`config.mk`:
```
export PLATFORM = sky130hd
export DESIGN_NAME = text_word_wrap_splitter
export DESIGN_NICKNAME = d
export VERILOG_FILES = /design/src/hdl/tww_pkg.sv /design/src/hdl/tww_fifo.sv /design/src/hdl/tww_front.sv /design/src/hdl/tww_back.sv /design/src/hdl/text_word_wrap_splitter.sv
export SDC_FILE = /design/constraint.sdc
export NUM_CORES = 1
export LEC_CHECK = 0
export ABC_AREA = 1
export BUFFER_PORTS_ARGS = -buffer_cell sky130_fd_sc_hd__buf_2
export CORE_UTILIZATION = 50
export CTS_CLUSTER_SIZE = 16
export DETAILED_ROUTE_END_ITERATION = 8
export PLACE_DENSITY = 0.68
export SLEW_MARGIN = 15
export SYNTH_ARGS = -nofsm -noshare
export SYNTH_HDL_FRONTEND = slang
export SYNTH_SLANG_ARGS = --single-unit
```
`constraint.sdc`:
```
create_clock -name i_clk -period 9.65 [get_ports i_clk]
set_clock_uncertainty 0.2 [all_clocks]
set_input_delay 1.4475 -clock i_clk [delete_from_list [all_inputs] [get_ports i_clk]]
set_output_delay 1.4475 -clock i_clk [all_outputs]
set_load 0.1 [all_outputs]
```
`src/hdl/tww_pkg.sv`:
```
// shared types and constants of the word wrap splitter
// no dependencies; imported by tww_front, tww_back and the top level
package tww_pkg;

    localparam int LINE_CAPACITY_DEF = 256;
    localparam int ITEM_DEPTH_DEF    = 4;
    localparam int RESULT_DEPTH_DEF  = 2;

    localparam int POS_W      = 16;
    localparam int LEN_W      = 7;
    localparam int WIDTH_W    = 7;
    localparam int LINES_W    = 9;
    localparam int APB_ADDR_W = 3;
    localparam int APB_DATA_W = 32;

    localparam logic [7:0]         CHAR_NEWLINE = 8'd10;
    localparam logic [7:0]         CHAR_SPACE   = 8'd32;
    localparam logic [POS_W-1:0]   POS_LAST     = 16'hFFFF;
    localparam logic [WIDTH_W-1:0] WIDTH_MIN    = 7'd4;
    localparam logic [WIDTH_W-1:0] WIDTH_RESET  = 7'd20;
    localparam logic [LINES_W-1:0] LINES_RESET  = 9'd256;

    // register index, taken from paddr[2]
    localparam logic REG_LINE_WIDTH = 1'b0;
    localparam logic REG_MAX_LINES  = 1'b1;

    typedef enum logic [1:0] {
        KIND_CHAR,
        KIND_SPACE,
        KIND_NEWLINE,
        KIND_END
    } t_kind;

    typedef struct packed {
        t_kind            kind;
        logic [POS_W-1:0] pos;
    } t_item;

    typedef struct packed {
        logic [POS_W-1:0] offset;
        logic [LEN_W-1:0] length;
        logic             valid;
        logic             done;
    } t_result;

    typedef struct packed {
        logic [WIDTH_W-1:0] width;
        logic [LINES_W-1:0] max_lines;
    } t_cfg;

endpackage

```
`src/hdl/tww_fifo.sv`:
```
// small register fifo, used for the item queue and the result queue
// depends on nothing but its parameters
module tww_fifo #(
    parameter int DATA_W = 8,
    parameter int DEPTH  = 2
) (
    input  logic              i_clk,
    input  logic              i_rst_n,
    input  logic              i_push,
    input  logic [DATA_W-1:0] i_data,
    output logic              o_full,
    input  logic              i_pop,
    output logic [DATA_W-1:0] o_data,
    output logic              o_empty
);

    localparam int AW = (DEPTH > 1) ? $clog2(DEPTH) : 1;
    localparam int CW = $clog2(DEPTH + 1);

    logic [DATA_W-1:0] r_mem [DEPTH];
    logic [AW-1:0]     r_wr_ptr, n_wr_ptr;
    logic [AW-1:0]     r_rd_ptr, n_rd_ptr;
    logic [CW-1:0]     r_count, n_count;
    logic              do_push, do_pop;

    assign o_full  = (r_count == CW'(DEPTH));
    assign o_empty = (r_count == '0);
    assign o_data  = r_mem[r_rd_ptr];
    assign do_push = i_push && !o_full;
    assign do_pop  = i_pop && !o_empty;

    always_comb begin
        n_wr_ptr = r_wr_ptr;
        n_rd_ptr = r_rd_ptr;
        n_count  = r_count;
        if (do_push) begin
            n_wr_ptr = (r_wr_ptr == AW'(DEPTH - 1)) ? '0 : r_wr_ptr + 1'b1;
        end
        if (do_pop) begin
            n_rd_ptr = (r_rd_ptr == AW'(DEPTH - 1)) ? '0 : r_rd_ptr + 1'b1;
        end
        if (do_push && !do_pop) begin
            n_count = r_count + 1'b1;
        end else if (do_pop && !do_push) begin
            n_count = r_count - 1'b1;
        end
    end

    always_ff @(posedge i_clk) begin
        if (!i_rst_n) begin
            r_wr_ptr <= '0;
            r_rd_ptr <= '0;
            r_count  <= '0;
        end else begin
            r_wr_ptr <= n_wr_ptr;
            r_rd_ptr <= n_rd_ptr;
            r_count  <= n_count;
        end
    end

    always_ff @(posedge i_clk) begin
        if (do_push) begin
            r_mem[r_wr_ptr] <= i_data;
        end
    end

endmodule

```
`src/hdl/tww_front.sv`:
```
// front end: accepts characters, tags each with its text position and kind
// depends on tww_pkg; feeds the item queue
module tww_front
    import tww_pkg::*;
(
    input  logic       i_clk,
    input  logic       i_rst_n,
    input  logic       i_push,
    input  logic       i_action,
    input  logic [7:0] i_char_code,
    output logic       o_full,
    output logic       o_item_push,
    output t_item      o_item,
    input  logic       i_item_full
);

    logic [POS_W-1:0] r_pos, n_pos;
    logic             accept;
    logic             drop;

    assign o_full = i_item_full;
    assign accept = i_push && !i_item_full;
    // once the position reaches POS_LAST, characters and newlines are ignored
    assign drop   = !i_action && (r_pos == POS_LAST);

    always_comb begin
        o_item.pos = r_pos;
        if (i_action) begin
            o_item.kind = KIND_END;
        end else begin
            case (i_char_code)
                CHAR_NEWLINE: o_item.kind = KIND_NEWLINE;
                CHAR_SPACE:   o_item.kind = KIND_SPACE;
                default:      o_item.kind = KIND_CHAR;
            endcase
        end
    end

    assign o_item_push = accept && !drop;

    always_comb begin
        n_pos = r_pos;
        if (accept) begin
            if (i_action) begin
                n_pos = '0;
            end else if (!drop) begin
                n_pos = r_pos + 1'b1;
            end
        end
    end

    always_ff @(posedge i_clk) begin
        if (!i_rst_n) begin
            r_pos <= '0;
        end else begin
            r_pos <= n_pos;
        end
    end

endmodule

```
`src/hdl/tww_back.sv`:
```
// back end: segment tracking, break decision and line count, one item a cycle unless results are full
// depends on tww_pkg; reads the item queue and writes the result queue
module tww_back
    import tww_pkg::*;
#(
    parameter int LINE_CAPACITY = LINE_CAPACITY_DEF
) (
    input  logic    i_clk,
    input  logic    i_rst_n,
    input  t_cfg    i_cfg,
    input  t_item   i_item,
    input  logic    i_item_empty,
    output logic    o_item_pop,
    input  logic    i_res_full,
    output logic    o_res_push,
    output t_result o_res
);

    localparam int LinesMax = (1 << LINES_W) - 1;
    localparam int CapClip  = (LINE_CAPACITY > LinesMax) ? LinesMax : LINE_CAPACITY;
    localparam logic [LINES_W-1:0] CapLimit = LINES_W'(CapClip);
    // floor(w / 3) as (w * 171) >> 9, exact for w below 256
    localparam int Div3Recip = 171;
    localparam int Div3Shift = 9;
    localparam int MulW      = WIDTH_W + 8;

    logic [POS_W-1:0]   r_seg_start, n_seg_start;
    logic [POS_W-1:0]   r_last_space, n_last_space;
    logic               r_space_seen, n_space_seen;
    logic               r_line_nonempty, n_line_nonempty;
    logic [LINES_W-1:0] r_lines, n_lines;

    logic [WIDTH_W-1:0] eff_width;
    logic [MulW-1:0]    width_mul;
    logic [WIDTH_W-1:0] third;
    logic [LINES_W-1:0] eff_cap;
    logic               go;
    logic [POS_W-1:0]   seg_len;
    logic [POS_W-1:0]   space_rel;
    logic               soft_ok;
    logic               line_due;
    logic [POS_W-1:0]   line_off;
    logic [LEN_W-1:0]   line_len;
    logic               emit;
    logic               is_end;

    assign eff_width = (i_cfg.width < WIDTH_MIN) ? WIDTH_MIN : i_cfg.width;
    assign width_mul = MulW'(eff_width) * MulW'(Div3Recip);
    assign third     = WIDTH_W'(width_mul >> Div3Shift);
    assign eff_cap   = (i_cfg.max_lines > CapLimit) ? CapLimit : i_cfg.max_lines;

    assign go         = !i_item_empty && !i_res_full;
    assign o_item_pop = go;
    assign is_end     = (i_item.kind == KIND_END);

    assign seg_len   = i_item.pos - r_seg_start;
    // the last space never lies before the segment start while it is valid
    assign space_rel = r_last_space - r_seg_start;
    assign soft_ok   = r_space_seen && (space_rel >= POS_W'(third));

    always_comb begin
        n_seg_start     = r_seg_start;
        n_last_space    = r_last_space;
        n_space_seen    = r_space_seen;
        n_line_nonempty = r_line_nonempty;
        line_due        = 1'b0;
        line_off        = r_seg_start;
        line_len        = LEN_W'(seg_len);
        case (i_item.kind)
            KIND_END, KIND_NEWLINE: begin
                if (seg_len != '0) begin
                    line_due = 1'b1;
                end else if (!r_line_nonempty) begin
                    line_due = 1'b1;
                    line_off = i_item.pos;
                    line_len = '0;
                end
                if (is_end) begin
                    n_seg_start     = '0;
                    n_last_space    = '0;
                    n_space_seen    = 1'b0;
                    n_line_nonempty = 1'b0;
                end else begin
                    n_seg_start     = i_item.pos + 1'b1;
                    n_space_seen    = 1'b0;
                    n_line_nonempty = 1'b0;
                end
            end
            KIND_CHAR, KIND_SPACE: begin
                n_line_nonempty = 1'b1;
                if (seg_len >= POS_W'(eff_width)) begin
                    line_due     = 1'b1;
                    n_space_seen = 1'b0;
                    if (soft_ok) begin
                        // break at the last space and drop it
                        line_len    = LEN_W'(space_rel);
                        n_seg_start = r_last_space + 1'b1;
                        if (i_item.kind == KIND_SPACE) begin
                            n_last_space = i_item.pos;
                            n_space_seen = 1'b1;
                        end
                    end else if (i_item.kind == KIND_SPACE) begin
                        // hard break, the space right after it is skipped
                        n_seg_start = i_item.pos + 1'b1;
                    end else begin
                        n_seg_start = i_item.pos;
                    end
                end else if (i_item.kind == KIND_SPACE) begin
                    n_last_space = i_item.pos;
                    n_space_seen = 1'b1;
                end
            end
            default: begin
                line_due = 1'b0;
            end
        endcase
    end

    assign emit = line_due && (r_lines < eff_cap);

    always_comb begin
        n_lines = r_lines;
        if (is_end) begin
            n_lines = '0;
        end else if (emit) begin
            n_lines = r_lines + 1'b1;
        end
    end

    assign o_res_push   = go && (emit || is_end);
    assign o_res.offset = emit ? line_off : '0;
    assign o_res.length = emit ? line_len : '0;
    assign o_res.valid  = emit;
    assign o_res.done   = is_end;

    always_ff @(posedge i_clk) begin
        if (!i_rst_n) begin
            r_seg_start     <= '0;
            r_last_space    <= '0;
            r_space_seen    <= 1'b0;
            r_line_nonempty <= 1'b0;
            r_lines         <= '0;
        end else if (go) begin
            r_seg_start     <= n_seg_start;
            r_last_space    <= n_last_space;
            r_space_seen    <= n_space_seen;
            r_line_nonempty <= n_line_nonempty;
            r_lines         <= n_lines;
        end
    end

    a_end_gives_result: assert property (@(posedge i_clk) disable iff (!i_rst_n)
        go && is_end |-> o_res_push)
        else $error("end marker beat produced no result");

    a_result_needs_item: assert property (@(posedge i_clk) disable iff (!i_rst_n)
        o_res_push |-> o_item_pop)
        else $error("result written without consuming an item");

    a_end_clears: assert property (@(posedge i_clk) disable iff (!i_rst_n)
        go && is_end |=> (r_lines == '0) && !r_space_seen && (r_seg_start == '0))
        else $error("state not cleared after end marker");

    a_newline_segment: assert property (@(posedge i_clk) disable iff (!i_rst_n)
        go && (i_item.kind == KIND_NEWLINE)
        |=> (r_seg_start == $past(i_item.pos) + 1'b1) && !r_line_nonempty)
        else $error("newline did not open a fresh segment");

endmodule

```
`src/hdl/text_word_wrap_splitter.sv`:
```
// top level of the word wrap splitter: config registers, front, queues, back
// depends on tww_pkg, tww_fifo, tww_front, tww_back
//
//  channel   direction  handshake              beat contents
//  input     in         push / full            i_action, i_char_code
//  result    out        empty / pop            o_line_offset, o_line_length,
//                                              o_line_valid, o_text_done
//  config    in/out     apb psel/penable       line width at 0x0, max lines at 0x4
//
// one input beat per cycle while the item queue has room; the back end retires one
// queued item per cycle while results have room, updating the segment registers
// each input beat is registered in the item queue, its result in the result queue
// i_rst_n is synchronous; reset clears queues, position and segment state and
// loads width 20 and max lines 256
// a full result queue halts the back end; the item queue then fills and raises full
module text_word_wrap_splitter
    import tww_pkg::*;
#(
    parameter int LINE_CAPACITY = LINE_CAPACITY_DEF,
    parameter int ITEM_DEPTH    = ITEM_DEPTH_DEF,
    parameter int RESULT_DEPTH  = RESULT_DEPTH_DEF
) (
    input  logic                  i_clk,
    input  logic                  i_rst_n,
    input  logic                  push,
    output logic                  full,
    input  logic                  i_action,
    input  logic [7:0]            i_char_code,
    output logic                  empty,
    input  logic                  pop,
    output logic [POS_W-1:0]      o_line_offset,
    output logic [LEN_W-1:0]      o_line_length,
    output logic                  o_line_valid,
    output logic                  o_text_done,
    input  logic                  psel,
    input  logic                  penable,
    input  logic                  pwrite,
    input  logic [APB_ADDR_W-1:0] paddr,
    input  logic [APB_DATA_W-1:0] pwdata,
    output logic [APB_DATA_W-1:0] prdata,
    output logic                  pready
);

    localparam int ItemW   = $bits(t_item);
    localparam int ResultW = $bits(t_result);

    logic [WIDTH_W-1:0] r_width;
    logic [LINES_W-1:0] r_max_lines;
    logic               cfg_write;
    t_cfg               cfg;

    logic    item_push, item_full, item_empty, item_pop;
    t_item   item_in, item_out;
    logic    res_push, res_full;
    t_result res_in, res_out;

    assign pready    = 1'b1;
    assign cfg_write = psel && penable && pwrite && pready;

    always_ff @(posedge i_clk) begin
        if (!i_rst_n) begin
            r_width     <= WIDTH_RESET;
            r_max_lines <= LINES_RESET;
        end else if (cfg_write) begin
            case (paddr[2])
                REG_LINE_WIDTH: r_width     <= pwdata[WIDTH_W-1:0];
                REG_MAX_LINES:  r_max_lines <= pwdata[LINES_W-1:0];
                default:        r_width     <= r_width;
            endcase
        end
    end

    always_comb begin
        case (paddr[2])
            REG_LINE_WIDTH: prdata = APB_DATA_W'(r_width);
            REG_MAX_LINES:  prdata = APB_DATA_W'(r_max_lines);
            default:        prdata = '0;
        endcase
    end

    assign cfg.width     = r_width;
    assign cfg.max_lines = r_max_lines;

    tww_front u_front (
        .i_clk       (i_clk),
        .i_rst_n     (i_rst_n),
        .i_push      (push),
        .i_action    (i_action),
        .i_char_code (i_char_code),
        .o_full      (full),
        .o_item_push (item_push),
        .o_item      (item_in),
        .i_item_full (item_full)
    );

    tww_fifo #(
        .DATA_W (ItemW),
        .DEPTH  (ITEM_DEPTH)
    ) u_item_q (
        .i_clk   (i_clk),
        .i_rst_n (i_rst_n),
        .i_push  (item_push),
        .i_data  (item_in),
        .o_full  (item_full),
        .i_pop   (item_pop),
        .o_data  (item_out),
        .o_empty (item_empty)
    );

    tww_back #(
        .LINE_CAPACITY (LINE_CAPACITY)
    ) u_back (
        .i_clk        (i_clk),
        .i_rst_n      (i_rst_n),
        .i_cfg        (cfg),
        .i_item       (item_out),
        .i_item_empty (item_empty),
        .o_item_pop   (item_pop),
        .i_res_full   (res_full),
        .o_res_push   (res_push),
        .o_res        (res_in)
    );

    tww_fifo #(
        .DATA_W (ResultW),
        .DEPTH  (RESULT_DEPTH)
    ) u_result_q (
        .i_clk   (i_clk),
        .i_rst_n (i_rst_n),
        .i_push  (res_push),
        .i_data  (res_in),
        .o_full  (res_full),
        .i_pop   (pop),
        .o_data  (res_out),
        .o_empty (empty)
    );

    assign o_line_offset = res_out.offset;
    assign o_line_length = res_out.length;
    assign o_line_valid  = res_out.valid;
    assign o_text_done   = res_out.done;

endmodule
```
# Yosys cells after proc, flatten, opt, wreduce, memory -nomap -nowiden
# Memories as Yosys holds them, arrays and structs flattened. A register that Yosys moved wholly into a read port is not among the register bits.
# Cells that the tools add are included.
[classes] n_mul=1 muxes=55 eq_ne=15 magnitude_cmp=5 n_reduce_logical=44 bitwise=1 n_addsub=14
[op_table] op="2-to-1 mux 16 bit" n=14
[op_table] op="case mux 16 bit (2 select lines)" n=2
[op_table] op="case mux 32 bit (2 select lines)" n=1
[op_table] op="adder 16 x 1 -> 16 bit (second input constant)" n=3
[op_table] op="2-to-1 mux 7 bit" n=6
[op_table] op="subtractor 16 bit" n=2
[op_table] op="2-to-1 mux 9 bit" n=3
[op_table] op="logical AND 1 bit" n=17
[op_table] op="equality test 16 bit (second input constant)" n=1
[op_table] op=">= comparator 16 x 6 -> 1 bit" n=1
[op_table] op=">= comparator 16 x 7 -> 1 bit" n=1
[op_table] op="nonzero test 16 bit" n=1
[op_table] op="multiplier 7 x 8 -> 15 bit (second input constant)" n=1
[op_table] op="2-to-1 mux 1 bit" n=15
[op_table] op="2-to-1 mux 2 bit" n=7
[op_table] op="case mux 7 bit (2 select lines)" n=1
[op_table] op="AND reduction 2 bit" n=6
[op_table] op="equality test 2 bit (second input constant)" n=5
[op_table] op="logical NOT 1 bit" n=10
[op_table] op="adder 9 x 1 -> 9 bit (second input constant)" n=1
[op_table] op="> comparator 9 bit (second input constant)" n=1
[op_table] op="less-than comparator 9 bit" n=1
[op_table] op="equality test 8 x 4 -> 1 bit (second input constant)" n=1
[op_table] op="equality test 8 x 6 -> 1 bit (second input constant)" n=1
[op_table] op="other kinds (22)" n=33
[totals] elab_cells=151 mem_count=2 ff_bits=86 inputBits=51 mem_bits_rw=122 out_inout_bits=60
[memory_table] name="u_item_q.r_mem" words=4 width=18 read_ports=1 rd_clocked_by_memory_dff=1 wr=1 line_no="tww_fifo.sv:20" rtl="logic [DATA_W-1:0] r_mem [DEPTH];"
[memory_table] name="u_result_q.r_mem" words=2 width=25 read_ports=1 rd_clocked_by_memory_dff=1 wr=1 line_no="tww_fifo.sv:20"

# Depth between registers and ports, before layout
[logic_depth] word_depth=13 mapped_depth=43 ltp_nobuf=42

# Modules after synthesis
# A second synthesis with hierarchy kept.
[unflattened] cells_unflattened=1878 area_unflattened_um2=14376.3
[by_module_without_submodules] module="tww_back" seq_area_each_um2=860.8 n_inst=1 cells_per_inst=1144 area_each_um2=6772.7
[by_module_without_submodules] module="tww_fifo (u_item_q)" seq_area_each_um2=2342.2 n_inst=1 cells_per_inst=246 area_each_um2=3210.6
[by_module_without_submodules] module="tww_fifo (u_result_q)" seq_area_each_um2=1601.5 n_inst=1 cells_per_inst=116 area_each_um2=2154.6
[by_module_without_submodules] module="tww_front" seq_area_each_um2=320.3 n_inst=1 cells_per_inst=222 area_each_um2=1253.7
[by_module_without_submodules] module="text_word_wrap_splitter" seq_area_each_um2=320.3 n_inst=1 cells_per_inst=150 area_each_um2=984.7

# Worst setup path after synthesis
# Ideal clock, no wire load.
[synth_path] path_kind="reg-to-reg" from="register r_width[5]" to="memory u_result_q.r_mem[0][6] (netlist name), data pin" path_buffers=1 arrival_ns=5.389 setup_slack_ns=3.802 stages_incl_launch_ff=39 path_cell_list="dfxtp_1 inv_1 ha_1 nand2_1 nor2_1 nand2_1 nand2_1 inv_1 ha_1 inv_1 fa_1 fa_1 fa_1 inv_1 ha_1 nand2_1 nor2_1 o21ai_0 (+3 left out) nand2_1 nand2_1 a21oi_1 xor2_1 ha_1 a21oi_1 nand2_1 nand2_1 nand2_1 nor2_1 nand3b_1 nor2_2 nand4_2 clkbuf_1 nand4_1 nand2_1 nor2_1 nor2_1"
[synth_rtl] element="from (decl)" line_no="text_word_wrap_splitter.sv:47" rtl="logic [WIDTH_W-1:0] r_width;"
[synth_rtl] element="from (signal assigned)" line_no="text_word_wrap_splitter.sv:66" rtl="REG_LINE_WIDTH: r_width <= pwdata[WIDTH_W-1:0];"
[synth_rtl] element="from (signal assigned)" line_no="text_word_wrap_splitter.sv:68" rtl="default: r_width <= r_width;"
[synth_rtl] element="to (decl)" line_no="tww_fifo.sv:20"

# Final worst setup path
[layout_path] from="register r_width[5]" to="register u_back.r_last_space[3]"
[layout_between] elab_chain_len=7
[layout_lines] element="less-than comparator 7 x 3 -> 1 bit" line_no="tww_back.sv:47" rtl="assign eff_width = (i_cfg.width < WIDTH_MIN) ? WIDTH_MIN : i_cfg.width;"
[layout_lines] element="2-to-1 mux 7 bit *" line_no="tww_back.sv:47"
[layout_lines] element="multiplier 7 x 8 -> 15 bit" line_no="tww_back.sv:48" rtl="assign width_mul = MulW'(eff_width) * MulW'(Div3Recip);"
[layout_lines] element=">= comparator 16 x 6 -> 1 bit" line_no="tww_back.sv:59" rtl="assign soft_ok = r_space_seen && (space_rel >= POS_W'(third));"
[layout_lines] element="logical AND 1 bit" line_no="tww_back.sv:59"
[layout_lines] element="inequality test 3 x 2 -> 1 bit (no line)"
[layout_lines] element="AND reduction 3 bit (no line)"
[layout_lines] element="to (signal assigned)" line_no="tww_back.sv:145" rtl="r_last_space <= n_last_space;"
[layout_lines] element="to (decl)" line_no="tww_back.sv:28" rtl="logic [POS_W-1:0] r_last_space, n_last_space;"
# Every way passes the cells marked *; elsewhere a longest branch is shown, timed or not.
# A chain may end at the register's enable or synchronous reset.

==> results.toml <==
[power_and_ir_drop]
leakage_nw = 6.882
swShare_pct = 51.77
p_int_mw = 2.779
comb_power_share_pct = 61.2
power_density_nw_per_um2 = 381.9
p_sw_mw = 2.982
clkPwrFrac_pct = 16.0
vdd_drop_max_uv = 256.8
seq_power_share_pct = 22.8

[finish]
finish.net_count = 1966
synthToLayoutAreaGrowth_pct = 9.193
layout-drive-gt1-share_pct = 10.03
fin_util_pct = 55.81
design_area_um2 = 15080
diodes = 0

[yosys]
synth-seq-cells = 211
yosys.area.top_type_share_pct = 26.52
seq_area_frac_synth_pct = 39.42
synth-edff-count = 122
syn_avg_cell_area_um2 = 7.863
syn_inst = 1757
synth_cell_types = 55
synth_top_cell_by_area = "edfxtp_1"
synth_area_um2 = 13810
ys_top_cells_by_area = "edfxtp_1 27%, dfxtp_1 13%, nand2_1 12%"
synthArstFlopShare_pct = 0
yosysWarnings = 0
synth-main-ff-cell = "edfxtp_1"

[sta]
tns_ns = 0
hold_viol_final = 0
max_slew_margin_pct = 26.19
worstMarginPinSlew_ns = 1.106
whs_ns = 0.2960
maxSlewViolCount = 0
final-setup-viol-count = 0
fin_crit_sh_pct = 71.47
rsz0062_at_grt = "no"
setup_ws_ns = 2.754
min_period_ns = 6.896
max_freq_mhz = 145.0

[clock_network]
cts.sink_count = 211
clock_path_buffers = 3
post_cts_buffers = 0
worstSkewPairLatency_ns = 0.54
root_buffer = "clkbuf_16"
path_clk_slew_ns = 0.06
cts_buffers = 24
cts_tree = "yes"
hold_buffers = 0
htree_levels = 1
ctsResizeCount = 0

[drt]
drcViolationCount = 0
dr.pass1.iters = 6
ant_nets = 0
drt_iter0_markers = 739
vias = 11390
wl_per_cell_um = 14.65
vias_per_cell = 5.259
drt_wl_total_mm = 31.72

[worst_setup_path]
crit_top_cell = "nand2_1"
cpLargestDelayFamily = "adder cells"
crit_path_end_kind = "register"
crit_cells = 39
cp_num_buf_inv = 5
critPathArrivalTime_ns = 7.13
slowest_stage = "fa_1"
required_ns = 9.88
start_kind = "register"
rr_worst_depth = 39
cp_max_fo = 24
worstSetupPathType = "reg -> reg"
slowest_delay_ns = 0.53

[min_path]
whs_path_depth = 2
min_path_type = "reg -> reg"

[floorplanning]
die_w_um = 168.2
rows = 60
die_h_um = 168.2
initial_core_util_pct = 51.12
dieArea_um2 = 28300
io_pins = 111
core_area_um2 = 27030

[run]
maxCapViolCount = 0

[place]
placed_area_um2 = 14280
dp_hpwl_mm = 23.43
port_buffers = 61
place.gp.congestion = 0.9295
post-place-ws_ns = 2.857

[global_route]
grt_first_pass_wirelength_mm = 51.86
gr-total-overflow = 0
track_usage_pct = 22.57
antenna_found_initial = 0
grt_pass1_vias = 10470
grt_max_degree = 48

[run_status]
status = "finished clean"
registers in the layout, indices dropped and copies added, names as in the netlist, 2 cells and up, named ones only:
register,flops
u_result_q.r_count,2
u_item_q.r_wr_ptr,2
u_front.r_pos,16
u_result_q.r_mem,50
u_back.r_lines,9
u_back.r_last_space,16
u_item_q.r_rd_ptr,2
u_back.r_seg_start,16
r_width,7
u_item_q.r_count,3
u_item_q.r_mem,72
r_max_lines,9
power by group through the flow:
stage               clock network, mW  logic, mW  registers, mW
floorplan                           0       2.85           1.31
global placement                    0       3.45           1.32
detailed placement                  0       3.50           1.33
CTS                             0.938       3.51           1.31
global route                    0.976       3.93           1.33
finish                          0.922       3.53           1.31
cells in the mapped netlist, drive strengths merged (7+ instances only):
cell type	instances
nand2	445
inv	213
nor2	197
nand3	152
edfxtp	122
a21oi	104
ha	97
dfxtp	89
o21ai	75
buf	53
xor2	31
mux2	25
clkbuf	21
nand4	21
a211oi	19
nor3	15
xnor2	14
nand3b	13
fa	12
a31oi	7
cell type report:
cell class	instances	area, µm²
clock buffer	29	619.3
clock inverter	15	187.7
fill	2513	11940
inverter	214	805.8
multi-input combinational	1280	7189
sequential	211	5445
tap	341	426.7
timing repair buffer	75	410.4
cell usage in the layout, fill, tap and decap left out, drive strengths merged, types with 31 or more instances in the layout:
cell	n
inv	214
a21oi	104
ha	97
xor2	31
nand3	152
o21ai	75
edfxtp	122
nor2	197
nand2	445
buf	75
dfxtp	89
logic make-up (layout without fill, tap and decap cells):
kind of cell / after synthesis / after routing / synth area share (%)
AOI/OAI and AO/OA: 219 / 219 / 9.048
xor gates and xnor gates: 45 / 45 / 2.853
adders and majority gates: 109 / 109 / 10.52
buffers and inverters: 288 / 333 / 9.157
DFF: 211 / 211 / 39.42
muxes: 25 / 25 / 2.038
other: 2 / 24 / 0.05436
and+or+nand+nor: 858 / 858 / 26.91
layer usage:
| metal | vias to the layer above | part of all wire [%] | global-route usage (%) |
|---|---|---|---|
| li1 | 5866 | - | - |
| met1 | 5188 | 47 | 30.61 |
| met2 | 282 | 46 | 38.25 |
| met3 | 49 | 4.8 | 2.374 |
| met4 | 0 | 2.5 | 6.166 |
| met5 | - | 0 | 0 |
stage by stage:
stage / power (mW) / std cells
after floorplan: 4.158 / 1779
after global placement: 4.769 / 2121
after detailed placement: 4.830 / 2121
after CTS: 5.764 / 2165
after global routing: 6.239 / 2165
final: 5.761 / 2165
final timing paths:
kind | from | to | slack, ns
worst max-delay path | r_width[5] | u_back.r_last_space[3] | 2.75
worst max register to register | r_width[5] | u_back.r_last_space[3] | 2.75
worst min register to register | u_back.r_last_space[13] | u_back.r_last_space[13] | 0.30
worst min-delay path | u_back.r_last_space[13] | u_back.r_last_space[13] | 0.30
worst reg2reg max path, delay by kind of cell (launching register included):
| kind | cells | cell delay (ns) |
|---|---|---|
| flops | 1 | 0.34 |
| fa+ha+maj | 7 | 2.53 |
| compound gates | 5 | 0.73 |
| simple gates | 21 | 2.26 |
| buf+inv | 5 | 0.55 |
| xor+xnor | 1 | 0.18 |
Power figures use the tool's default switching activity.
